### src/hdl/qbpm_pkg.sv
// Shared types, constants and a helper function for the quad bilinear point map.
package qbpm_pkg;

  localparam int COORD_BITS      = 16;
  localparam int RATIO_FRAC_BITS = 16;
  localparam int OUT_FRAC_BITS   = 8;

  localparam int SHEET_W  = 16;
  localparam int CFG_W    = 32;
  localparam int IDX_W    = 3;
  localparam int OUT_W    = 24;
  localparam int STATUS_W = 2;

  localparam int CW       = (COORD_BITS < 16) ? COORD_BITS : 16;
  localparam int UW       = RATIO_FRAC_BITS + 1;
  localparam int EDGE_W   = CW + RATIO_FRAC_BITS;
  localparam int Q_W      = CW + RATIO_FRAC_BITS + 1;

  localparam logic [UW-1:0] RATIO_ONE = {1'b1, {RATIO_FRAC_BITS{1'b0}}};

  localparam int DIV_STEPS           = RATIO_FRAC_BITS + 1;
  localparam int DIV_STEPS_PER_STAGE = 2;
  localparam int DIV_STAGES          = (DIV_STEPS + DIV_STEPS_PER_STAGE - 1) / DIV_STEPS_PER_STAGE;
  localparam int MIX_STAGES          = 4;
  localparam int PIPE_STAGES         = DIV_STAGES + MIX_STAGES + 1;

  localparam int RND_SH = RATIO_FRAC_BITS - OUT_FRAC_BITS;
  localparam int SH_R   = (RND_SH > 0) ? RND_SH : 1;
  localparam int SH_L   = (RND_SH < 0) ? -RND_SH : 0;
  localparam int RND_W  = Q_W + 1 + SH_L;

  localparam logic [OUT_W-1:0] OUT_MAX = {OUT_W{1'b1}};

  localparam logic [IDX_W-1:0] REG_TOP_LEFT     = 3'd0;
  localparam logic [IDX_W-1:0] REG_TOP_RIGHT    = 3'd1;
  localparam logic [IDX_W-1:0] REG_BOTTOM_LEFT  = 3'd2;
  localparam logic [IDX_W-1:0] REG_BOTTOM_RIGHT = 3'd3;
  localparam logic [IDX_W-1:0] REG_WIDTH        = 3'd4;
  localparam logic [IDX_W-1:0] REG_HEIGHT       = 3'd5;

  localparam logic [STATUS_W-1:0] ST_OK    = 2'd0;
  localparam logic [STATUS_W-1:0] ST_CLAMP = 2'd1;
  localparam logic [STATUS_W-1:0] ST_ZERO  = 2'd2;

  typedef struct packed {
    logic [SHEET_W-1:0] sheet_x;
    logic [SHEET_W-1:0] sheet_y;
  } point_in_t;

  typedef struct packed {
    logic [OUT_W-1:0]    mapped_x;
    logic [OUT_W-1:0]    mapped_y;
    logic [STATUS_W-1:0] map_status;
  } point_out_t;

  typedef struct packed {
    logic zero;
    logic cx;
    logic cy;
  } meta_t;

  // Round half up to the output fraction width, then saturate.
  function automatic logic [OUT_W-1:0] to_out(input logic [Q_W-1:0] q);
    logic [RND_W-1:0] r;
    if (RND_SH > 0) begin
      r = (RND_W'(q) + (RND_W'(1) << (SH_R - 1))) >> SH_R;
    end else begin
      r = RND_W'(q) << SH_L;
    end
    if (r > RND_W'(OUT_MAX)) begin
      return OUT_MAX;
    end
    return r[OUT_W-1:0];
  endfunction

endpackage

### src/hdl/qbpm_ratio_div.sv
// Pipelined restoring divider forming a ratio num * 2^R / den, two bits per stage, one in the last.
module qbpm_ratio_div (
  input  logic                                 clk,
  input  logic [qbpm_pkg::DIV_STAGES-1:0]      en,
  input  logic [qbpm_pkg::SHEET_W-1:0]         num,
  input  logic [qbpm_pkg::SHEET_W-1:0]         den,
  output logic [qbpm_pkg::UW-1:0]              quo
);

  localparam int RW = qbpm_pkg::SHEET_W + 1;

  logic [RW-1:0]           rem_q [qbpm_pkg::DIV_STAGES];
  logic [qbpm_pkg::UW-1:0] quo_q [qbpm_pkg::DIV_STAGES];

  for (genvar s = 0; s < qbpm_pkg::DIV_STAGES; s++) begin : g_stage
    logic [RW-1:0]           rem_in;
    logic [qbpm_pkg::UW-1:0] quo_in;
    logic [RW-1:0]           rem_out;
    logic [qbpm_pkg::UW-1:0] quo_out;

    if (s == 0) begin : g_first
      assign rem_in = {1'b0, num};
      assign quo_in = '0;
    end else begin : g_next
      assign rem_in = rem_q[s-1];
      assign quo_in = quo_q[s-1];
    end

    always_comb begin
      logic          ge;
      logic [RW-1:0] diff;
      ge      = 1'b0;
      diff    = '0;
      rem_out = rem_in;
      quo_out = quo_in;
      for (int t = 0; t < qbpm_pkg::DIV_STEPS_PER_STAGE; t++) begin
        if (s * qbpm_pkg::DIV_STEPS_PER_STAGE + t < qbpm_pkg::DIV_STEPS) begin
          ge      = rem_out >= {1'b0, den};
          diff    = ge ? (rem_out - {1'b0, den}) : rem_out;
          quo_out = {quo_out[qbpm_pkg::UW-2:0], ge};
          rem_out = {diff[RW-2:0], 1'b0};
        end
      end
    end

    always_ff @(posedge clk) begin
      if (en[s]) begin
        rem_q[s] <= rem_out;
        quo_q[s] <= quo_out;
      end
    end
  end

  assign quo = quo_q[qbpm_pkg::DIV_STAGES-1];

endmodule

### config.mk
export PLATFORM = sky130hd
export DESIGN_NAME = qbpm_ratio_div
export DESIGN_NICKNAME = d
export VERILOG_FILES = /design/src/hdl/qbpm_pkg.sv /design/src/hdl/qbpm_ratio_div.sv
export SDC_FILE = /design/constraint.sdc
export NUM_CORES = 1
export LEC_CHECK = 0
export ABC_AREA = 1
export BUFFER_PORTS_ARGS = -buffer_cell sky130_fd_sc_hd__buf_2
export CAP_MARGIN = 20
export CELL_PAD_IN_SITES_DETAIL_PLACEMENT = 0
export CELL_PAD_IN_SITES_GLOBAL_PLACEMENT = 2
export CORE_MARGIN = 4
export CORE_UTILIZATION = 40
export DETAILED_ROUTE_END_ITERATION = 8
export PLACE_DENSITY_LB_ADDON = 0.1
export SLEW_MARGIN = 10
export SYNTH_ARGS = -nofsm -noshare
export SYNTH_HDL_FRONTEND = slang
export SYNTH_SLANG_ARGS = --single-unit
### constraint.sdc
create_clock -name clk -period 10.6 [get_ports clk]
set_clock_uncertainty 0.15 [all_clocks]
set_input_delay 2.12 -clock clk [delete_from_list [all_inputs] [get_ports clk]]
set_output_delay 2.12 -clock clk [all_outputs]
set_load 0.02 [all_outputs]
**Word-level counts from Yosys, hierarchy flattened**

Memories as Yosys holds them, arrays and structs flattened.
Index checks and enable logic that the tools add are counted.

- Add/sub/neg operators: 17
- Multipliers: 0
- Div/mod/pow operators: 0
- $lt $le $gt $ge: 17
- Eq/ne operators: 0
- Shift-type cells: 0
- Mux-type cells: 35
- Bitwise operators: 0
- Reduce and logical (&&, ||, !) cells: 0

Operators with widths:

| kind | count |
|---|---|
| 17-bit by 16-bit greater-or-equal comparator with 1-bit output | 16 |
| 16-bit 2-to-1 mux | 17 |
| 16-bit subtractor | 17 |
| 1-bit 2-to-1 mux | 18 |
| 16-bit greater-or-equal comparator | 1 |

- Flip-flop bits (word level): 0
- Bits in latches: 0
- RAM bits: 297
- Memory bits (read-only): 0
- Bits of input ports: 42
- Output and inout bits: 17
- Word-level logic and storage cells: 71
- Memories: 2

Memories:

| name | words | bits a word | rd ports | clocked after memory_dff | wr ports | RTL line | text |
|---|---|---|---|---|---|---|---|
| quo_q | 9 | 17 | 9 | 0 | 9 | qbpm_ratio_div.sv:13 | `logic [qbpm_pkg::UW-1:0] quo_q [qbpm_pkg::DIV_STAGES];` |
| rem_q | 9 | 16 | 8 | 0 | 9 | qbpm_ratio_div.sv:12 | `logic [RW-1:0] rem_q [qbpm_pkg::DIV_STAGES];` |

**Longest topological paths before layout**

Gate-level depths: netlist of the first run.
An unclocked memory read counts as a cell.

- Word-level depth: 5
- Depth in mapped cells: 29
- Depth with buffers taken out: 26

**Worst setup path after synthesis of the first run**

No wires, ideal clock.

- Path kind: input to register
- From: input den[0] (netlist name)
- To: memory rem_q[0][40] (netlist name) (data pin)
- Library setup time: 252 ps
- Arrival time: 5,869 ps
- Required time: 10,198 ps
- Path slack: 4,328 ps
- Cell stages on the path: 27
- Path buffers: 5
- Cell sequence: buf_6 inv_6 buf_6 clkbuf_1 ha_1 nand2_1 nor3_1 nand2_1 nor2_1 nor2_2 inv_1 a21oi_4 buf_4 nand2_1 nand2_1 ha_1 a21oi_1 o21ai_0 a21oi_1 nand2_1 nand2_1 nand2_1 nand2_2 nand3_4 buf_6 nand2_1 nand2_1

RTL lines:

| element | RTL line | text |
|---|---|---|
| start, declared | qbpm_ratio_div.sv:6 | `input logic [qbpm_pkg::SHEET_W-1:0] den,` |
| end, declared | qbpm_ratio_div.sv:12 |  |

==> results of run 1 <==
synth_stat cells, drive strengths merged, types with 4 or more instances:
| cell type | number |
|---|---|
| o21ai | 107 |
| buf | 46 |
| a21boi | 6 |
| a31oi | 4 |
| o21a | 5 |
| edfxtp | 217 |
| nand3 | 335 |
| nor4 | 5 |
| nor3 | 29 |
| xnor2 | 35 |
| o21bai | 9 |
| ha | 264 |
| nor2 | 234 |
| xor2 | 100 |
| a21oi | 214 |
| nand3b | 31 |
| or2 | 47 |
| and2 | 11 |
| inv | 366 |
| fa | 9 |
| nand2 | 1366 |
| a21o | 9 |
| nand4 | 46 |
how the worst min path moves through the flow:
stage | from | to | slack [ns] | cells past startpoint
floorplan | quo_q[0][85]$_DFFE_PP_ | quo_q[0][104]$_DFFE_PP_ | 0.25 | 0
global placement | quo_q[0][87]$_DFFE_PP_ | quo_q[0][106]$_DFFE_PP_ | 0.25 | 0
detailed placement | quo_q[0][125]$_DFFE_PP_ | quo_q[0][143]$_DFFE_PP_ | 0.25 | 0
CTS | quo_q[0][38]$_DFFE_PP_ | quo_q[0][57]$_DFFE_PP_ | 0.26 | 0
global route | quo_q[0][37]$_DFFE_PP_ | quo_q[0][56]$_DFFE_PP_ | 0.27 | 0
finish | quo_q[0][38]$_DFFE_PP_ | quo_q[0][57]$_DFFE_PP_ | 0.26 | 0
critical path, delay by kind of cell:
family / cells / cell delay, ns
AO/OA/AOI/OAI: 2 / 0.98
AND/OR/NAND/NOR: 12 / 1.99
adder cells (fa/ha/maj): 2 / 0.64
buffers and inverters: 4 / 1.57
layout make-up:
cell class              count  area [um2]  share of cell area
flip-flops and latches    217        6520               0.250
well taps                 773         967              0.0370
repair buffers             74         410              0.0157
multi-input cells        2880       15900               0.609
inverters                 366        1380              0.0529
clock buffers              33         719              0.0276
clock inverters            19         205             0.00786
logic make-up (layout without fill, tap and decap cells):
kind of cell | Yosys count | after routing | synth area share
simple gates | 2106 | 2106 | 0.381
buf+inv | 413 | 492 | 0.0733
compound gates | 366 | 366 | 0.0835
fa+ha+maj | 273 | 273 | 0.144
flops | 217 | 217 | 0.269
xor+xnor | 135 | 135 | 0.0489
metal layers:
layer / GRT usage / vias to the layer above / part of all wire / routed length (um)
met4: 0.0765 / 0 / 0.036 / 2920
met3: 0.0222 / 140 / 0.039 / 3110
li1: - / 11742 / - / -
met1: 0.336 / 10659 / 0.46 / 37400
met5: 0 / - / 0 / 0
met2: 0.410 / 486 / 0.46 / 37100
flip-flops by register name (all words and copies together), names as in the netlist:
signal	count
rem_q	128
quo_q	89
metrics by stage:
step | setup WS, ns | cells | area (um2) | utilization | hold WS (ns)
floorplan | 4.33 | 3510 | 24200 | - | 0.250
global placement | 3.09 | 4310 | 25200 | 0.423 | 0.252
detailed placement | 3.08 | 4310 | 25200 | 0.423 | 0.255
CTS | 3.61 | 4362 | 26100 | 0.439 | 0.260
global route | 3.13 | 4362 | 26100 | 0.439 | 0.268
finish | 3.48 | 4362 | 26100 | 0.439 | 0.259
==> reports/qor.yml, run 1 <==
syn_area_um2: 24200
yosysSeqAreaShare: 0.269
drive_gt1_frac: 0.0805
synth_cells: 3510
vias_per_cell: 5.28
cp_common_cell: "nand2_1"
dieArea_um2: 64500
h-tree-depth: 1
max-slew-margin-rel: 0.341
coreArea_um2: 59500
nets: 3882
antenna_left: 0
drtIter0Drc: 1431
status: "complete, no violations"
cp-endpoint: "rem_q[0][10]$_DFFE_PP_"
synth_top_area_frac: 0.269
grt_max_degree: 51
synthFlopType: "edfxtp_1"
crit_fanout: 19
fin_crit_ns: 7.12
io_buffers: 58
timing.rr.end: "rem_q[0][62]$_DFFE_PP_"
grt_usage: 0.245
wire_per_inst_um: 18.5
fin_crit_sh: 0.672
cp.arrival_ns: 7.33
tritoncts: "built"
clock_path_buffers: 3
synth-seq-cells: 217
fillers: 6287
die_w_um: 254
r2r_start: "rem_q[0][33]$_DFFE_PP_"
finalSetupTns_ns: 0
clk_pin_slew_ns: 0.06
cts-root-buf: "clkbuf_16"
r2r_cells: 23
die_h_um: 254
endpoint_kind: "flop"
worstPathRequired_ns: 10.81
synth_fp_nets: 3825
cp_slowest_stage_delay_ns: 0.70
yosysWarnings: 0
place.detailed.hpwl_um: 60600
diodes: 0
cp_cell_sequence: "buf_2 > inv_1 > buf_4 > ha_1 > nand2_1 > nor4_1 > nand2_1 > nand2_1 > inv_2 > o21ai_0 > ha_1 > nand3_2 > nand2_2 > nand2_1 > nand3_2 > nand3_1 > nand2_1 > nand2_1 > nand3_2 > o21ai_0"
routed_wirelength_um: 80600
num_io_pins: 59
grt_first_pass_wirelength_um: 124000
antenna_found_initial: 2
gr-total-overflow: 0
firstDrtPassIters: 8
cts_buffers: 28
cp_slowest_cell: "inv_1"
setup_violations: 0
fmax_mhz: 140
clock_sinks: 217
gp_congestion: 0.931
cts_resized: 0
rsz0062_at_grt: "no"
layout.cells.most_common: "nand2_1"
path_class: "primary input to flop"
start_util: 0.407
rows: 89
synth_area_leaders: "edfxtp_1 27%, nand2_1 21%, ha_1 14%"
syn_area_per_cell_um2: 6.89
drc: 0
drv_cap: 0
hold_class: "flop to flop"
async_flop_share: 0
ys_types: 54
critPathLaunch: "den[14]"
num_vias: 23027
clk_latency_ns: 0.59
cts_hold_buf: 0
slew_violations: 0
r2r_slack_ns: 5.93
synth_enable_flop_cells: 217
final_cell_mix: "1,323 x nand2_1, 345 x inv_1, 308 x nand3_1, 264 x ha_1, 217 x edfxtp_1"
cp-start-kind: "primary input"
yosysTopAreaCell: "edfxtp_1"
post_cts_buffers: 0
hold_violations: 0
tightest_slew_ns: 0.987
synthToLayoutAreaGrowth_pct: 7.90
grt_pass1_vias: 22279
Power of run 1 is left out: the tool's default activity adds up to more than one toggle a clock period on the data nets, which glitch-free logic cannot reach.
==> run 2, diff against run 1 <==
CORE_UTILIZATION = 37   (was 40)
clock period = 6.7 ns   (was 10.6 ns; I/O delays follow)
==> run 2 against run 1 <==
Effect of this change:
- design area grew 1.8%
- non-clock buffer count up 19
- setup slack worse by 2.6 ns
- critical endpoint is now rem_q[0][106]$_DFFE_PP_
- sequential share of layout area is 0.45 points lower
==> reports/qor.yml, run 2 (synthesis gave the netlist of run 1 again) <==
grt_pass1_vias: 23021  # +3.3%
nets: 3901  # +0.49%
setup_violations: 0  # unchanged
num_io_pins: 59  # unchanged
clock_path_buffers: 3  # unchanged
drc: 0  # unchanged
clk_pin_slew_ns: 0.06  # about the same
die_h_um: 264  # +3.8%
coreArea_um2: 64600  # +8.6%
endpoint_kind: "flop"
slew_violations: 0  # unchanged
critPathLaunch: "den[4]"
wire_per_inst_um: 19.2  # +3.8%
start_util: 0.375  # -0.0322
holdPathStages: 0  # unchanged
placed_cells: 4411  # +2.3%
cts_hold_buf: 0  # unchanged
min-delay-start: "quo_q[0][106]$_DFFE_PP_"
worstPathRequired_ns: 6.85  # -3.96 ns
die_w_um: 264  # +3.8%
r2r_cells: 21  # -8.7%
cts_resized: 0  # unchanged
multi_input_area_um2: 15900  # unchanged
dieArea_um2: 69500  # +7.8%
drive_gt1_frac: 0.0862  # +0.00567
diodes: 0  # unchanged
fin_crit_sh: 0.866
cp_top_family: "simple AND/OR/NAND/NOR gates"
h-tree-depth: 1  # unchanged
final_cell_mix: "1,323 x nand2_1, 345 x inv_1, 308 x nand3_1, 264 x ha_1, 217 x edfxtp_1"
r2r_slack_ns: 1.99  # -3.94 ns
layout.cells.most_common: "nand2_1"
fin_crit_ns: 5.80
timing.rr.end: "rem_q[0][58]$_DFFE_PP_"
routed_wirelength_um: 85500  # +6.2%
drv_cap: 0  # unchanged
io_buffers: 58  # unchanged
grt_max_degree: 37  # -27%
tritoncts: "built"
seq_area_um2: 6520  # unchanged
clk_latency_ns: 0.56  # -0.03 ns
finalNonFillerCells: 4463  # +2.3%
rows: 93  # +4.5%
cp-start-kind: "primary input"
cp_common_cell: "nand2_1"
grt_usage: 0.238  # -0.00644
fmax_mhz: 172
r2r_start: "rem_q[0][34]$_DFFE_PP_"
post_cts_buffers: 0  # unchanged
cp_cell_sequence: "buf_2 > inv_1 > buf_4 > ha_1 > nand2_1 > nor2_1 > nand2_1 > nor2_1 > nor2_2 > a21boi_2 > nand2_1 > nand2_1 > ha_1 > a21oi_1 > o21ai_0 > a21oi_1 > nand2_1 > nand2_2 > nand4_4 > nand2_1 > nand2_1"
num_vias: 23254  # +0.99%
min_to: "quo_q[0][125]$_DFFE_PP_"
crit_buf_inv: 3  # -1
gp_congestion: 0.926  # -0.48%
fillers: 6965  # +11%
max-slew-margin-rel: 0.460  # +0.118
antenna_found_initial: 3  # +1
largest_register_ffs: 128  # unchanged
dp_slack_ns: 0.259  # -2.82 ns
vias_per_cell: 5.21  # -1.3%
place.detailed.hpwl_um: 66800  # +10%
worst_slack_ns: 0.898  # -2.58 ns
drtIter0Drc: 1477  # +3.2%
grt_first_pass_wirelength_um: 131000  # +5.6%
tightest_slew_ns: 0.806  # -0.181 ns
cp.arrival_ns: 5.95  # -1.38 ns
hold_violations: 0  # unchanged
status: "complete, no violations"
finalSetupTns_ns: 0  # unchanged
rsz0062_at_grt: "no"
cp_slowest_cell: "a21boi_2"
cts-root-buf: "clkbuf_16"
crit_fanout: 17  # -2
synthToLayoutAreaGrowth_pct: 9.88
clock_sinks: 217  # unchanged
gr-total-overflow: 0  # unchanged
path_class: "primary input to flop"
hold_class: "flop to flop"
cp_slowest_stage_delay_ns: 0.65  # -0.05 ns
firstDrtPassIters: 5  # -3
top_regs: "rem_q x128, quo_q x89"
top_register: "rem_q"
antenna_left: 0  # unchanged
cts_buffers: 28  # unchanged
run 2: worst max-delay path by stage:
stage                     slack, ns  cells after the start                       to
final                          0.90                     21  rem_q[0][106]$_DFFE_PP_
after detailed placement       0.26                     22  rem_q[0][122]$_DFFE_PP_
after CTS                      0.88                     22  rem_q[0][116]$_DFFE_PP_
after floorplan                1.21                     27   rem_q[0][40]$_DFFE_PP_
after global placement         0.20                     22  rem_q[0][116]$_DFFE_PP_
after global routing           0.43                     22   rem_q[0][98]$_DFFE_PP_
run 2: area by class of cell:
| class | count | area share |
|---|---|---|
| timing repair buffer | 93 | 0.0260 |
| clock inverter | 20 | 0.0115 |
| inverter | 366 | 0.0520 |
| tap | 855 | 0.0402 |
| multi-input combinational | 2880 | 0.598 |
| sequential | 217 | 0.245 |
| clock buffer | 32 | 0.0269 |
run 2: layer usage:
layer / vias to the layer above / GRT usage / wire (um)
met5: - / 0 / 27
met3: 153 / 0.0210 / 3280
met1: 10782 / 0.316 / 38900
met2: 549 / 0.412 / 40100
li1: 11766 / - / -
met4: 4 / 0.0759 / 3270
run 2: metrics by stage:
step	hold slack [ns]	util	cell area (um2)
after global routing	0.270	0.412	26600
after CTS	0.264	0.412	26600
final	0.264	0.412	26600
after floorplan	0.250	-	24200
after global placement	0.253	0.396	25600
after detailed placement	0.255	0.396	25600
Power of run 2 is left out for the same reason.
